### src/hdl/lpe_pkg.sv
// types, codes and helper functions of the legendre polynomial evaluator
// no dependencies
package lpe_pkg;

    localparam logic signed [63:0] S64_MIN = {1'b1, 63'b0};
    localparam logic signed [63:0] S64_MAX = {1'b0, {63{1'b1}}};

    // configuration register indexes
    localparam logic CFG_DEGREE  = 1'b0;
    localparam logic CFG_EPSILON = 1'b1;

    typedef enum logic [1:0] {
        ALU_MUL_FX,
        ALU_MUL_INT,
        ALU_DIV_INT,
        ALU_DIV_FX
    } t_alu_op;

    typedef enum logic [1:0] {
        ALU_IDLE,
        ALU_MUL,
        ALU_DIV,
        ALU_FIN
    } t_alu_state;

    typedef struct packed {
        logic               start;
        t_alu_op            op;
        logic signed [63:0] a;
        logic signed [63:0] b;
    } t_alu_req;

    typedef struct packed {
        logic               done;
        logic               clip;
        logic signed [63:0] value;
    } t_alu_rsp;

    typedef enum logic [4:0] {
        S_IDLE,
        S_REC_INIT,
        S_REC_M1,
        S_REC_M2,
        S_REC_M3,
        S_REC_SUB,
        S_REC_DIV,
        S_REC_DONE,
        S_D_M1,
        S_D_SUB,
        S_D_M2,
        S_D_M3,
        S_D_SUB2,
        S_D_DIV,
        S_E_M1,
        S_E_M2,
        S_E_M3,
        S_E_SUB,
        S_E_M4,
        S_E_SUB2,
        S_E_DIV,
        S_FINISH
    } t_seq_state;

    typedef enum logic [1:0] {
        PH_VAL,
        PH_XM,
        PH_XG
    } t_phase;

    typedef struct packed {
        logic               clip;
        logic signed [63:0] val;
    } t_sres;

    // saturating subtract a - b
    function automatic t_sres sat_sub(input logic signed [63:0] a,
                                      input logic signed [63:0] b);
        t_sres              r;
        logic signed [63:0] d;
        d = a - b;
        r.clip = (a[63] != b[63]) && (d[63] != a[63]);
        r.val  = r.clip ? (a[63] ? S64_MIN : S64_MAX) : d;
        return r;
    endfunction

    // move x inward by 2*eps when it lies within eps of +1, then of -1
    function automatic logic signed [63:0] guard(input logic signed [63:0] x,
                                                 input logic [20:0]        eps,
                                                 input logic signed [63:0] one);
        logic signed [63:0] e;
        logic signed [63:0] d;
        logic signed [63:0] y;
        e = $signed({43'b0, eps});
        y = x;
        d = y - one;
        if ((d < 0 ? -d : d) < e) begin
            y = y - (e <<< 1);
        end
        d = y + one;
        if ((d < 0 ? -d : d) < e) begin
            y = y + (e <<< 1);
        end
        return y;
    endfunction

endpackage

### src/hdl/lpe_alu.sv
// shared multiply / divide unit: 32x32 partial products, bit-serial divide
// depends on lpe_pkg
module lpe_alu #(
    parameter int FRAC_BITS = 30
) (
    input  logic              i_clk,
    input  logic              i_rst_n,
    input  lpe_pkg::t_alu_req i_req,
    output lpe_pkg::t_alu_rsp o_rsp
);

    localparam logic [127:0] RND = 128'd1 << (FRAC_BITS - 1);
    localparam logic [127:0] TOP = {64'b0, 1'b1, 63'b0};

    lpe_pkg::t_alu_state r_state, n_state;
    lpe_pkg::t_alu_op    r_op;
    logic                r_sa, r_neg;
    logic [63:0]         r_ma, r_mb;
    logic [127:0]        r_acc, r_num, r_q;
    logic [64:0]         r_rem;
    logic [6:0]          r_cnt;
    lpe_pkg::t_alu_rsp   r_rsp;

    logic [63:0]  mag_a, mag_b;
    logic [31:0]  pa, pb;
    logic [63:0]  prod;
    logic [127:0] addend;
    logic [64:0]  rem_sh, rem_next;
    logic         ge, rnd_up, is_div;
    logic [127:0] v;
    logic         f_clip;
    logic signed [63:0] f_val;

    assign mag_a  = i_req.a[63] ? (~i_req.a + 64'd1) : i_req.a;
    assign mag_b  = i_req.b[63] ? (~i_req.b + 64'd1) : i_req.b;
    assign is_div = (r_op == lpe_pkg::ALU_DIV_INT) || (r_op == lpe_pkg::ALU_DIV_FX);

    // partial product select
    always_comb begin
        unique case (r_cnt[1:0])
            2'd0: begin pa = r_ma[31:0];  pb = r_mb[31:0];  end
            2'd1: begin pa = r_ma[31:0];  pb = r_mb[63:32]; end
            2'd2: begin pa = r_ma[63:32]; pb = r_mb[31:0];  end
            default: begin pa = r_ma[63:32]; pb = r_mb[63:32]; end
        endcase
        prod = pa * pb;
        unique case (r_cnt[1:0])
            2'd0:    addend = {64'b0, prod};
            2'd3:    addend = {prod, 64'b0};
            default: addend = {32'b0, prod, 32'b0};
        endcase
    end

    // one restoring divide step
    assign rem_sh   = {r_rem[63:0], r_num[127]};
    assign ge       = rem_sh >= {1'b0, r_mb};
    assign rem_next = ge ? (rem_sh - {1'b0, r_mb}) : rem_sh;
    assign rnd_up   = r_rem >= ({1'b0, r_mb} - r_rem);

    // rounding and clipping of the finished magnitude
    always_comb begin
        unique case (r_op)
            lpe_pkg::ALU_MUL_FX:  v = (r_acc + RND) >> FRAC_BITS;
            lpe_pkg::ALU_MUL_INT: v = r_acc;
            default:              v = r_q + {127'b0, rnd_up};
        endcase
        if (is_div && (r_mb == 64'd0)) begin
            f_clip = 1'b1;
            f_val  = (r_ma == 64'd0) ? 64'sd0 : (r_sa ? lpe_pkg::S64_MIN : lpe_pkg::S64_MAX);
        end else if (r_neg) begin
            f_clip = v > TOP;
            f_val  = f_clip ? lpe_pkg::S64_MIN : $signed(~v[63:0] + 64'd1);
        end else begin
            f_clip = v >= TOP;
            f_val  = f_clip ? lpe_pkg::S64_MAX : $signed(v[63:0]);
        end
    end

    always_ff @(posedge i_clk) begin
        if (!i_rst_n) begin
            r_state <= lpe_pkg::ALU_IDLE;
        end else begin
            r_state <= n_state;
        end
    end

    always_comb begin
        n_state = r_state;
        unique case (r_state)
            lpe_pkg::ALU_IDLE: begin
                if (i_req.start) begin
                    if ((i_req.op == lpe_pkg::ALU_MUL_FX) ||
                        (i_req.op == lpe_pkg::ALU_MUL_INT)) begin
                        n_state = lpe_pkg::ALU_MUL;
                    end else if (mag_b == 64'd0) begin
                        n_state = lpe_pkg::ALU_FIN;
                    end else begin
                        n_state = lpe_pkg::ALU_DIV;
                    end
                end
            end
            lpe_pkg::ALU_MUL: begin
                if (r_cnt[1:0] == 2'd3) n_state = lpe_pkg::ALU_FIN;
            end
            lpe_pkg::ALU_DIV: begin
                if (r_cnt == 7'd1) n_state = lpe_pkg::ALU_FIN;
            end
            default: n_state = lpe_pkg::ALU_IDLE;
        endcase
    end

    always_ff @(posedge i_clk) begin
        unique case (r_state)
            lpe_pkg::ALU_IDLE: begin
                if (i_req.start) begin
                    r_op  <= i_req.op;
                    r_sa  <= i_req.a[63];
                    r_neg <= i_req.a[63] ^ i_req.b[63];
                    r_ma  <= mag_a;
                    r_mb  <= mag_b;
                    r_acc <= '0;
                    r_num <= {mag_a, 64'b0};
                    r_rem <= '0;
                    r_q   <= '0;
                    unique case (i_req.op)
                        lpe_pkg::ALU_DIV_INT: r_cnt <= 7'd64;
                        lpe_pkg::ALU_DIV_FX:  r_cnt <= 7'(64 + FRAC_BITS);
                        default:              r_cnt <= 7'd0;
                    endcase
                end
            end
            lpe_pkg::ALU_MUL: begin
                r_acc <= r_acc + addend;
                r_cnt <= r_cnt + 7'd1;
            end
            lpe_pkg::ALU_DIV: begin
                r_rem <= rem_next;
                r_q   <= {r_q[126:0], ge};
                r_num <= {r_num[126:0], 1'b0};
                r_cnt <= r_cnt - 7'd1;
            end
            default: begin
                r_rsp.clip  <= f_clip;
                r_rsp.value <= f_val;
            end
        endcase
    end

    always_ff @(posedge i_clk) begin
        if (!i_rst_n) begin
            r_rsp.done <= 1'b0;
        end else begin
            r_rsp.done <= (r_state == lpe_pkg::ALU_FIN);
        end
    end

    assign o_rsp = r_rsp;

endmodule

### config.mk
export PLATFORM = sky130hd
export DESIGN_NAME = lpe_alu
export DESIGN_NICKNAME = d
export VERILOG_FILES = /design/src/hdl/lpe_pkg.sv /design/src/hdl/lpe_alu.sv
export SDC_FILE = /design/constraint.sdc
export NUM_CORES = 2
export LEC_CHECK = 0
export ABC_CLOCK_PERIOD_IN_PS = 21600
export BUFFER_PORTS_ARGS = -buffer_cell sky130_fd_sc_hd__clkbuf_2
export CAP_MARGIN = 5
export CORE_ASPECT_RATIO = 1.25
export CORE_MARGIN = 3
export CORE_UTILIZATION = 55
export CTS_CLUSTER_DIAMETER = 120
export CTS_CLUSTER_SIZE = 28
export DETAILED_ROUTE_END_ITERATION = 12
export MAX_ROUTING_LAYER = met4
export PLACE_DENSITY = 0.85
export SLEW_MARGIN = 15
export SYNTH_ARGS = -nofsm -noshare
export SYNTH_HDL_FRONTEND = slang
export SYNTH_SLANG_ARGS = --single-unit
### constraint.sdc
create_clock -name i_clk -period 21.6 [get_ports i_clk]
set_input_delay 2.16 -clock i_clk [delete_from_list [all_inputs] [get_ports i_clk]]
set_output_delay 2.16 -clock i_clk [all_outputs]
set_load 0.03 [all_outputs]
# Word level (Yosys, flattened, before mapping)
# Index checks and enable logic that the tools add are counted.
[word_totals] inputBits=133 regBits=656 wordCells=100
[op_classes] n_bitwise=4 magnitude_cmp=4 n_reduce_logical=21 n_mux=30 n_addsub=10 eq_ne=16 mul=1
[op_table] operator="128-bit one-hot mux with 2 select lines" n=5
[op_table] operator="64-bit two-way mux" n=8
[op_table] operator="128-bit two-way mux" n=2
[op_table] operator="64-bit by 1-bit adder with 64-bit output (second input constant)" n=3
[op_table] operator="64-bit zero test" n=3
[op_table] operator="64-bit NOT" n=3
[op_table] operator="65-bit two-way mux" n=2
[op_table] operator="65-bit one-hot mux with 2 select lines" n=1
[op_table] operator="128-bit by 1-bit adder with 128-bit output" n=1
[op_table] operator="128-bit adder" n=1
[op_table] operator="128-bit by 30-bit adder with 128-bit output (second input constant)" n=1
[op_table] operator="128-bit by 64-bit greater-or-equal comparator with 1-bit output (second input constant)" n=1
[op_table] operator="128-bit by 64-bit > comparator with 1-bit output (second input constant)" n=1
[op_table] operator="65-bit by 64-bit greater-or-equal comparator with 1-bit output" n=1
[op_table] operator="65-bit greater-or-equal comparator" n=1
[op_table] operator="64-bit by 65-bit subtractor with 65-bit output" n=1
[op_table] operator="65-bit by 64-bit subtractor with 65-bit output" n=1
[op_table] operator="32-bit by 32-bit multiplier with 64-bit output" n=1
[op_table] operator="32-bit two-way mux" n=2
[op_table] operator="7-bit one-hot mux with 3 select lines" n=1
[op_table] operator="2-bit equality test (second input constant)" n=8
[op_table] operator="7-bit one-hot mux with 2 select lines" n=1
[op_table] operator="2-bit by 1-bit equality test with 1-bit output (second input constant)" n=4
[op_table] operator="2-bit zero test" n=4
[op_table] operator="17 further kinds" n=29

# Longest topological paths before layout
[depth] ltp_word=9 depth_mapped=55 mapped_depth_nobuf=49

# Worst setup path before layout
# OpenSTA, ideal clock, no wires.
[synth_path] path_kind="register -> register" startpoint="register r_state[0]" endpoint="register r_num[100], enable pin" setup_ns=1.231 t_arrival_ns=19.052 required_time_ns=20.369 path_stages_with_launch=7 path_slack_ns=1.317 period_less_slack_ns=20.283 path_cell_list="dfxtp_1 -> inv_1 -> ha_1 -> clkinv_1 -> clkbuf_1 -> clkbuf_1 -> o21ai_0"
[synth_between] elab_chain_len=3 elab_cells_between_ends=5 cone_classes="eq/ne: 2; reduce/logical: 3"
[synth_lines] item="from (decl)" line="lpe_alu.sv:15" source="lpe_pkg::t_alu_state r_state, n_state;"
[synth_lines] item="from (signal assigned)" line="lpe_alu.sv:81" source="r_state <= lpe_pkg::ALU_IDLE;"
[synth_lines] item="from (signal assigned)" line="lpe_alu.sv:83" source="r_state <= n_state;"
[synth_lines] item="2-bit equality test or 2-bit zero test (tied branches)" line="lpe_alu.sv:113" source="unique case (r_state)"
[synth_lines] item="2-bit nonzero test (no line) or 2-bit inequality test (tied branches)"
[synth_lines] item="2-bit AND reduction (no line) *"
[synth_lines] item="to (signal assigned)" line="lpe_alu.sv:122" source="r_num <= {mag_a, 64'b0};"
[synth_lines] item="to (signal assigned)" line="lpe_alu.sv:139" source="r_num <= {r_num[126:0], 1'b0};"
[synth_lines] item="to (decl)" line="lpe_alu.sv:19" source="logic [127:0] r_acc, r_num, r_q;"
# Every way passes the cells marked *; elsewhere a longest branch is shown, timed or not.
# A chain may end at the register's enable or synchronous reset.

# Worst setup path after layout
[layout_path] startpoint="register r_cnt[0]" endpoint="register r_acc[125], data pin"
[layout_between] elab_chain_len=7 elab_cells_between_ends=12 cone_classes="add/sub: 1; mul: 1; eq/ne: 3; mux: 4; reduce/logical: 3"
[layout_lines] item="from (decl)" line="lpe_alu.sv:21" source="logic [6:0] r_cnt;"
[layout_lines] item="from (signal assigned)" line="lpe_alu.sv:127" source="lpe_pkg::ALU_DIV_FX: r_cnt <= 7'(64 + FRAC_BITS);"
[layout_lines] item="from (signal assigned)" line="lpe_alu.sv:134" source="r_cnt <= r_cnt + 7'd1;"
[layout_lines] item="from (signal assigned)" line="lpe_alu.sv:140" source="r_cnt <= r_cnt - 7'd1;"
[layout_lines] item="2-bit by 1-bit equality test with 1-bit output, or another cell as far along" line="lpe_alu.sv:40" source="unique case (r_cnt[1:0])"
[layout_lines] item="2-bit OR reduction (no line)"
[layout_lines] item="32-bit two-way mux" line="lpe_alu.sv:40"
[layout_lines] item="32-bit by 32-bit multiplier with 64-bit output" line="lpe_alu.sv:46" source="prod = pa * pb;"
[layout_lines] item="128-bit one-hot mux with 2 select lines *" line="lpe_alu.sv:47" source="unique case (r_cnt[1:0])"
[layout_lines] item="128-bit adder *" line="lpe_alu.sv:133" source="r_acc <= r_acc + addend;"
[layout_lines] item="128-bit one-hot mux with 2 select lines *" line="lpe_alu.sv:113"
[layout_lines] item="to (signal assigned)" line="lpe_alu.sv:133"
[layout_lines] item="to (decl)" line="lpe_alu.sv:19"
# Marked as above.

==> flow_summary.yaml <==
floorplanning:
  start_util: 0.556
  die_height_um: 448
  fp.coreArea_um2: 155000
  die_area_um2: 161000
  placementRows: 161
  io_pins: 199
  die_width_um: 360
clocking:
  clock_latency_ps: 770
  cts_tree: "yes"
  cts-root-buf: "clkbuf_16"
  clkSinkCount: 592
  clk_path_buf_depth: 3
  htree_levels: 1
  clk_pin_slew_ps: 120
  postCtsHoldBufs: 0
  numCtsBuffers: 31
  post_cts_resized: 0
  post-cts-setup-buffers: 0
hold_path:
  hp-start: "r_num[109]$_DFFE_PP_"
  min_to: "r_num[110]$_DFFE_PP_"
  whs_path_depth: 2
  hold_class: "register to register"
timing:
  rsz0062_at_grt: "no"
  tns_ps: 0
  hold_viol_final: 0
  slew_viol_final: 0
  min_period_ps: 16870
  worstMarginPinSlew_ps: 1390
  fmax_mhz: 59.3
  relSlewSlack: 0.0632
  setup_viol: 0
  final.period_utilization: 0.781
  finalClockSkew_ps: 49.4
final_layout:
  drive_above_1_share: 0.0713
  fin_nets: 11700
  fin_cells: 12100
  layout_commonest_cell: "inv_1"
  final_cell_mix: "inv_1, nor2_1, nand2_1"
  postLayoutCellArea_um2: 91100
  area_delta_synth_final_pct: 5.82
placement:
  dpl-instance-area_um2: 89900
  portBuffers: 198
  gp_congestion: 1.09
  dp_cells: 12000
  dpl.hpwl_um: 299000
global_routing:
  grt_pass1_wl_um: 547000
  grt-ovfl-total: 0
  grt_pass1_vias: 83000
  grt_max_degree: 131
  track_usage: 0.476
  antenna_found_initial: 19
critical_path:
  r2r_slack_ps: 4730
  startpoint: "r_cnt[0]$_DFFE_PP_"
  cp-start-kind: "register"
  crit_slowest_cell: "a2111oi_0"
  timing.rr.start: "r_cnt[0]$_DFFE_PP_"
  worstPathRequired_ps: 22130
  path_common_cell: "fa_1"
  cp_max_fo: 49
  critical_path_class: "register to register"
  endpoint_kind: "register"
  reg2reg_depth: 47
  arrival_ps: 17400
  max_stage_delay_ps: 1150
  r2r-end: "r_acc[125]$_SDFFCE_PN0P_"
logic_synthesis:
  seq_area_frac_synth: 0.206
  syn_area_per_cell_um2: 8.57
  netlist_area_um2: 86100
  synthArstFlopShare: 0
  ys_types: 96
  synth_cells: 10000
  syn_nets: 11700
  synth_seq_cells: 592
  yosysTopAreaCell: "fa_1"
  synth_enable_flop_cells: 589
  synth_ff_type: "edfxtp_1"
  yosysTopAreaCellShare: 0.209
  synth_warnings: 0
  synth.area.top_cells: "fa_1, edfxtp_1, ha_1, inv_1, nor2_1"
drt:
  vias: 81300
  first_iter_violations: 9036
  vias_per_cell: 6.71
  drc_errors: 0
  wirelength_um: 377000
  drtAntennaViolNets: 0
  wire_per_inst_um: 31.1
  first_pass_iters: 8
run_status:
  status: "finished clean"
run:
  maxCapViolCount: 0
## registers in the layout, indices dropped and copies added (netlist names)
name and flops:
r_state 2, r_mb 64, r_op 2, r_neg 1
r_cnt 7, r_ma 64, r_sa 1, r_num 64
r_q 128, r_acc 128, o_rsp 66, r_rem 65
## stage by stage
stage / utilization / worst slack (ps) / hold WS [ps]
after floorplan: - / 1320 / 487
after global placement: 0.581 / 5580 / 494
after detailed placement: 0.581 / 5070 / 507
after CTS: 0.588 / 5070 / 532
after global routing: 0.589 / 4080 / 566
final: 0.589 / 4730 / 534
## cell families after synthesis
logic type               after synthesis  synth area share
multiplexers                         185            0.0229
flip-flops                           592             0.206
XOR/XNOR                             561            0.0571
AO/OA/AOI/OAI                       1821             0.139
adder cells (fa/ha/maj)             1504             0.297
AND/OR/NAND/NOR                     3717             0.205
buffers and inverters               1661            0.0731
## critical path, delay by kind of cell, from the launching register on
family | cells | cell delay, ps
adders and majority gates | 11 | 4940
xor gates and xnor gates | 1 | 160
AOI/OAI and AO/OA | 18 | 6880
DFF | 1 | 490
buffers and inverters | 7 | 1350
muxes | 2 | 1120
and+or+nand+nor | 8 | 1660
## cells in the mapped netlist, drive strengths merged (72+ instances only)
cell,count
clkbuf,429
nand2,1029
mux2,93
nand4,216
o21a,72
nor4,201
edfxtp,589
nand3,212
mux2i,92
nor2,1142
and2,224
o31ai,79
ha,605
inv,1192
xor2,201
nand2b,101
nor3,199
fa,899
a21o,225
and3,85
o21ai,362
xnor2,360
a21oi,500
## final cells by class
type                    instances  area, µm²
fillers                     13600      63600
repair buffers                419       2700
diodes                         20       50.0
clock inverters                14        260
well taps                    2037       2550
multi-input cells            7788      62400
flip-flops and latches        592      17700
clock buffers                  43        831
inverters                    1194       4490
## routing by layer
layer	GRT usage	vias up	part of all wire
met2	0.784	5516	0.47
li1	-	34400	-
met5	-	-	0
met4	0.523	0	0.14
met1	0.443	39000	0.30
met3	0.0949	2411	0.087
## how the worst max path moves through the flow
stage                                          end  slack (ps)  cells after the start
after floorplan               r_num[100]$_DFFE_PP_        1320                      6
after detailed placement  r_acc[125]$_SDFFCE_PN0P_        5070                     47
final                     r_acc[125]$_SDFFCE_PN0P_        4730                     47
after CTS                 r_acc[125]$_SDFFCE_PN0P_        5070                     47
after global placement    r_acc[125]$_SDFFCE_PN0P_        5580                     47
after global routing      r_acc[125]$_SDFFCE_PN0P_        4080                     47
Power is left out: the tool's default activity adds up to more than one toggle a clock period on the data nets, which glitch-free logic cannot reach.
